[src/rtl/text_console_writer_assert.svh]
// ----------------------------------------------------------------------------
// Assertion macros for the text console writer.
// Each macro names a clock and an active-low reset that disables the check.
// ----------------------------------------------------------------------------
`ifndef TEXT_CONSOLE_WRITER_ASSERT_SVH
`define TEXT_CONSOLE_WRITER_ASSERT_SVH

// The consequent must hold in the same cycle as the antecedent.
`define TCW_ASSERT_SAME(label, clk, rstn, ante, cons) \
    label: assert property (@(posedge clk) disable iff (!(rstn)) (ante) |-> (cons)) \
        else $error("text console writer: same-cycle check failed");

// The consequent must hold in the cycle after the antecedent.
`define TCW_ASSERT_NEXT(label, clk, rstn, ante, cons) \
    label: assert property (@(posedge clk) disable iff (!(rstn)) (ante) |=> (cons)) \
        else $error("text console writer: next-cycle check failed");

`endif

[src/rtl/tcw_pkg.sv]
// ----------------------------------------------------------------------------
// tcw_pkg
// Character codes, mode codes and the cursor command type of the console.
// ----------------------------------------------------------------------------
package tcw_pkg;

    // Character codes that the console treats specially.
    localparam logic [7:0] CH_NUL   = 8'h00;
    localparam logic [7:0] CH_TAB   = 8'h09;
    localparam logic [7:0] CH_LF    = 8'h0A;
    localparam logic [7:0] CH_CR    = 8'h0D;
    localparam logic [7:0] CH_SPACE = 8'h20;

    // Attribute of the blanks that fill the screen after reset.
    localparam logic [7:0] ATTR_RESET = 8'h07;

    // Item modes.
    localparam logic MODE_PUT  = 1'b0;
    localparam logic MODE_READ = 1'b1;

    // Cursor command: advance after a printed byte or take a line break.
    typedef struct packed {
        logic upd;
        logic newline;
    } cur_cmd_t;

endpackage

[src/rtl/tcw_cursor.sv]
// ----------------------------------------------------------------------------
// tcw_cursor
// Cursor position and the circular top-row pointer of the screen store.
// ----------------------------------------------------------------------------
`include "text_console_writer_assert.svh"

module tcw_cursor #(
    parameter int COLUMNS = 80,
    parameter int ROWS    = 25,
    parameter int CW      = $clog2(COLUMNS),
    parameter int RW      = $clog2(ROWS),
    parameter int AW      = $clog2(ROWS * COLUMNS)
) (
    input  logic             aclk,
    input  logic             aresetn,
    input  tcw_pkg::cur_cmd_t cmd,
    output logic [CW-1:0]    cur_col,
    output logic [RW-1:0]    cur_row,
    output logic [RW-1:0]    base_row,
    output logic [AW-1:0]    base_addr,
    output logic             scroll
);
    import tcw_pkg::*;

    logic [CW-1:0] col_reg, col_next;
    logic [RW-1:0] row_reg, row_next;
    logic [RW-1:0] base_row_reg, base_row_next;
    logic [AW-1:0] base_addr_reg, base_addr_next;
    logic [CW:0]   col_inc;
    logic          row_adv;

    // Next cursor position; a move past the last row rotates the top-row pointer.
    always_comb begin
        col_inc        = {1'b0, col_reg} + {{CW{1'b0}}, 1'b1};
        col_next       = col_reg;
        row_next       = row_reg;
        base_row_next  = base_row_reg;
        base_addr_next = base_addr_reg;
        row_adv        = 1'b0;
        scroll         = 1'b0;
        if (cmd.upd) begin
            if (cmd.newline || (col_inc == (CW+1)'(COLUMNS))) begin
                col_next = '0;
                row_adv  = 1'b1;
            end else begin
                col_next = col_inc[CW-1:0];
            end
            if (row_adv) begin
                if (row_reg == RW'(ROWS - 1)) begin
                    scroll = 1'b1;
                    if (base_row_reg == RW'(ROWS - 1)) begin
                        base_row_next  = '0;
                        base_addr_next = '0;
                    end else begin
                        base_row_next  = base_row_reg + RW'(1);
                        base_addr_next = base_addr_reg + AW'(COLUMNS);
                    end
                end else begin
                    row_next = row_reg + RW'(1);
                end
            end
        end
    end

    // Cursor and pointer registers.
    always_ff @(posedge aclk) begin
        if (!aresetn) begin
            col_reg       <= '0;
            row_reg       <= '0;
            base_row_reg  <= '0;
            base_addr_reg <= '0;
        end else begin
            col_reg       <= col_next;
            row_reg       <= row_next;
            base_row_reg  <= base_row_next;
            base_addr_reg <= base_addr_next;
        end
    end

    assign cur_col   = col_reg;
    assign cur_row   = row_reg;
    assign base_row  = base_row_reg;
    assign base_addr = base_addr_reg;

    // The cursor stays on the screen and the row pointer matches its address.
    `TCW_ASSERT_SAME(a_row_on_screen, aclk, aresetn, 1'b1, 32'(row_reg) < ROWS)
    `TCW_ASSERT_SAME(a_col_on_screen, aclk, aresetn, 1'b1, 32'(col_reg) < COLUMNS)
    `TCW_ASSERT_SAME(a_base_consistent, aclk, aresetn, 1'b1,
        32'(base_addr_reg) == 32'(base_row_reg) * COLUMNS)

endmodule

[config.mk]
export PLATFORM = sky130hd
export DESIGN_NAME = tcw_cursor
export DESIGN_NICKNAME = d
export VERILOG_FILES = /design/src/rtl/tcw_pkg.sv /design/src/rtl/tcw_cursor.sv
export VERILOG_INCLUDE_DIRS = /design/src /design/src/rtl
export SDC_FILE = /design/constraint.sdc
export NUM_CORES = 1
export LEC_CHECK = 0
export BUFFER_PORTS_ARGS = -buffer_cell sky130_fd_sc_hd__buf_2
export CORE_ASPECT_RATIO = 2
export CORE_MARGIN = 1
export CORE_UTILIZATION = 40
export CTS_BUF_LIST = sky130_fd_sc_hd__clkbuf_4
export DETAILED_ROUTE_END_ITERATION = 10
export PLACE_DENSITY = 0.77
export SLEW_MARGIN = 30
export SYNTH_ARGS = -nofsm -noshare
export SYNTH_HDL_FRONTEND = slang
export SYNTH_SLANG_ARGS = --single-unit
[constraint.sdc]
create_clock -name aclk -period 1.75 [get_ports aclk]
set_input_delay 0.35 -clock aclk [delete_from_list [all_inputs] [get_ports aclk]]
set_output_delay 0.35 -clock aclk [all_outputs]
set_load 0.03 [all_outputs]
==> results_dict.tcl <==
set metrics [dict create \
    num_antenna_cells 0 \
    ant_nets 0 \
    drc 0 \
    crit_fanout 5 \
    timing.final.ws_setup_ps -172 \
    synthFlopType "dfxtp_1" \
    power_leakage_nw 0.830 \
    finalMaxSlewViolations 0 \
    p_clk_share_pct 28.5 \
    std_cell_rows 29 \
    overflow 0 \
    finalHoldViolCount 0 \
    path_class "reg -> out" \
    grt_max_degree 14 \
    sw_frac_of_total_pct 28.3 \
    nFillCells 293 \
    drt_first_pass_iters 4 \
    die_area_sq_mm 0.00366 \
    syn_area_sq_mm 0.00136 \
    clock_sink_count 24 \
    drive_above_1_share_pct 38.8 \
    max_freq_mhz 520 \
    tns_ps -373 \
    cts-root-buf "clkbuf_4" \
    clk_pin_slew_ps 140 \
    yosysWarnings 0 \
    h-tree-depth 1 \
    hp-class "in -> reg" \
    hold_slack_ps 342 \
    coreArea_sq_mm 0.00319 \
    seqPwrFrac_pct 58.8 \
    synth_cells 167 \
    maxCapViolCount 0 \
    vdd.ir_drop.worst_mv 0.448 \
    skew_ps 10.0 \
    synth_seq_cells 24 \
    async_flop_share_pct 0 \
    setup_viol 3 \
    share_comb_of_total_power_pct 12.8 \
    initial_core_util_pct 42.7 \
    fin_nets 225 \
    cpPeakStageDelay_ps 390 \
    cp_common_cell "buf_6" \
    worstPathCellList "ha_4, and2_4, a41oi_4, buf_6, nor2_4, buf_6" \
    grtUsageTotal_pct 20.4 \
    avgRoutedWirePerCell_um 14.9 \
    power_density_mw_per_mm2 510 \
    vias 1470 \
    port_buffers 28 \
    dieWidth_um 43.3 \
    avgSynthCellArea_sq_um 8.17 \
    crit_path_start_kind "flop" \
    gp_congestion 0.824 \
    fin_crit_ps 1920 \
    cts-hold-fix-buffers 0 \
    cts_tree "built" \
    dp_hpwl_mm 2.64 \
    status "complete, but fails checks" \
    switchingPower_mw 0.267 \
    clockBufferDepth 2 \
    synth_edf_count 0 \
    cp-end-kind "output pin" \
    drt-total-wl_mm 3.66 \
    critPathLaunch "cur_col[1]$_SDFFE_PN0P_" \
    internal_power_mw 0.677 \
    cts_made_buffers 3 \
    rsz0062_at_grt "yes" \
    min_from "cmd[1]" \
    seq_area_frac_synth_pct 35.2 \
    die_h_um 84.6 \
    grt_pass1_wl_mm 5.87 \
    grt_pass1_vias 1385 \
    antenna_found_initial 0 \
    clk-insertion-delay-late_ps 340 \
    crit_arrival_ps 1570 \
    slowest_stage "dfxtp_4" \
    io_pins 33 \
    via_per_inst 6.00 \
    r2r-start "cur_col[0]$_SDFFE_PN0P_" \
    synth_cell_types 40 \
    detail_route.iter0.violations 20 \
    critical_path_required_ps 1400 \
    period_share_pct 110 \
    violations "setup timing" \
    syn2layout_area_growth_pct 35.8 \
]
[cell usage after synthesis, types with 4 or more instances]
library cell	number	share of area [%]
dfxtp_1	24	35
nand2_1	22	6.1
a21oi_1	11	4.0
nand3_1	9	3.3
nor2_1	9	2.5
nand4_1	8	3.7
inv_1	7	1.9
ha_1	6	5.5
and3_1	5	2.3
clkbuf_1	5	1.4
mux2i_1	5	3.7
o21ai_0	5	1.8
a31oi_1	4	1.8
and2_1	4	1.8
buf_4	4	2.2
nor3_1	4	1.5
[worst paths after layout]
| kind | endpoint | slack [ps] | cells past startpoint |
|---|---|---|---|
| setup / recovery | scroll | -170 | 6 |
| hold / removal | cur_col[4]$_SDFFE_PN0P_ | 340 | 3 |
| setup reg to reg | base_row[2]$_SDFFE_PN0P_ | -110 | 7 |
| hold reg to reg | cur_row[1]$_SDFFE_PN0P_ | 500 | 2 |
[stage by stage]
step | cells | instance area [sq um] | util [%] | worst slack, ps | total power, mW
after floorplan | 170 | 1400 | - | 21.9 | 0.639
after global placement | 236 | 1650 | 51.8 | -0.446 | 0.670
after detailed placement | 236 | 1650 | 51.8 | -55.9 | 0.671
after CTS | 243 | 1750 | 54.7 | -182 | 0.939
after global routing | 245 | 1850 | 58.0 | -251 | 0.977
final | 245 | 1850 | 58.0 | -172 | 0.944
[cells by family after synthesis]
| group | Yosys count | share of synthesized area (%) |
|---|---|---|
| AOI/OAI and AO/OA | 37 | 19.3 |
| buffers and inverters | 20 | 7.43 |
| muxes | 5 | 3.67 |
| other | 1 | 0.275 |
| and+or+nand+nor | 74 | 28.6 |
| adders and majority gates | 6 | 5.50 |
| DFF | 24 | 35.2 |
[layout make-up]
| type | instances | area (sq um) | area share (%) |
|---|---|---|---|
| Sequential cell | 24 | 497 | 26.8 |
| Multi-Input combinational cell | 126 | 922 | 49.8 |
| Clock buffer | 3 | 22.5 | 1.22 |
| Timing Repair Buffer | 53 | 342 | 18.4 |
| Inverter | 7 | 26.3 | 1.42 |
| Tap cell | 31 | 38.8 | 2.09 |
| Clock inverter | 1 | 3.75 | 0.203 |
[metal layers]
layer  routed length [um]  share of wire, %  GRT usage (%)  vias up
met4                  104               2.8           13.8        0
met3                   96               2.6           1.72       12
li1                     -                 -              -      704
met2                 2050                56           35.5       40
met5                    0                 0              0        -
met1                 1410                38           22.2      714
[placed cells by master (no fill, tap or decap), types with 7 or more instances in the layout]
master	synthesis	final
buf_2	3	27
buf_4	4	23
nand2_1	22	21
dfxtp_1	24	15
a21oi_1	11	10
nand3_1	9	9
nor2_1	9	8
nand4_1	8	8
inv_1	7	7
dfxtp_2	0	7
[critical path, delay by kind of cell, from the launching register on]
family	cells	cell delay, ps
flops	1	390
fa+ha+maj	1	160
buf+inv	2	270
simple gates	2	200
compound gates	1	220
[power by group through the flow]
stage	clock network, mW	logic, mW	registers, mW
6_report	0.269	0.121	0.555
5_1_grt	0.291	0.131	0.556
4_1_cts	0.274	0.110	0.554
3_5_place_dp	0	0.106	0.566
3_3_place_gp	0	0.105	0.565
2_1_floorplan	0	0.0624	0.576
[timing repair]
item | 4_1_cts | 5_1_grt
setup endpoints to repair | 10 | 13
buffers inserted | 4 | 2
cloned | 0 | 0
pin swaps | 7 | 6
resized for setup | 12 | 14
Power figures use the tool's default switching activity.
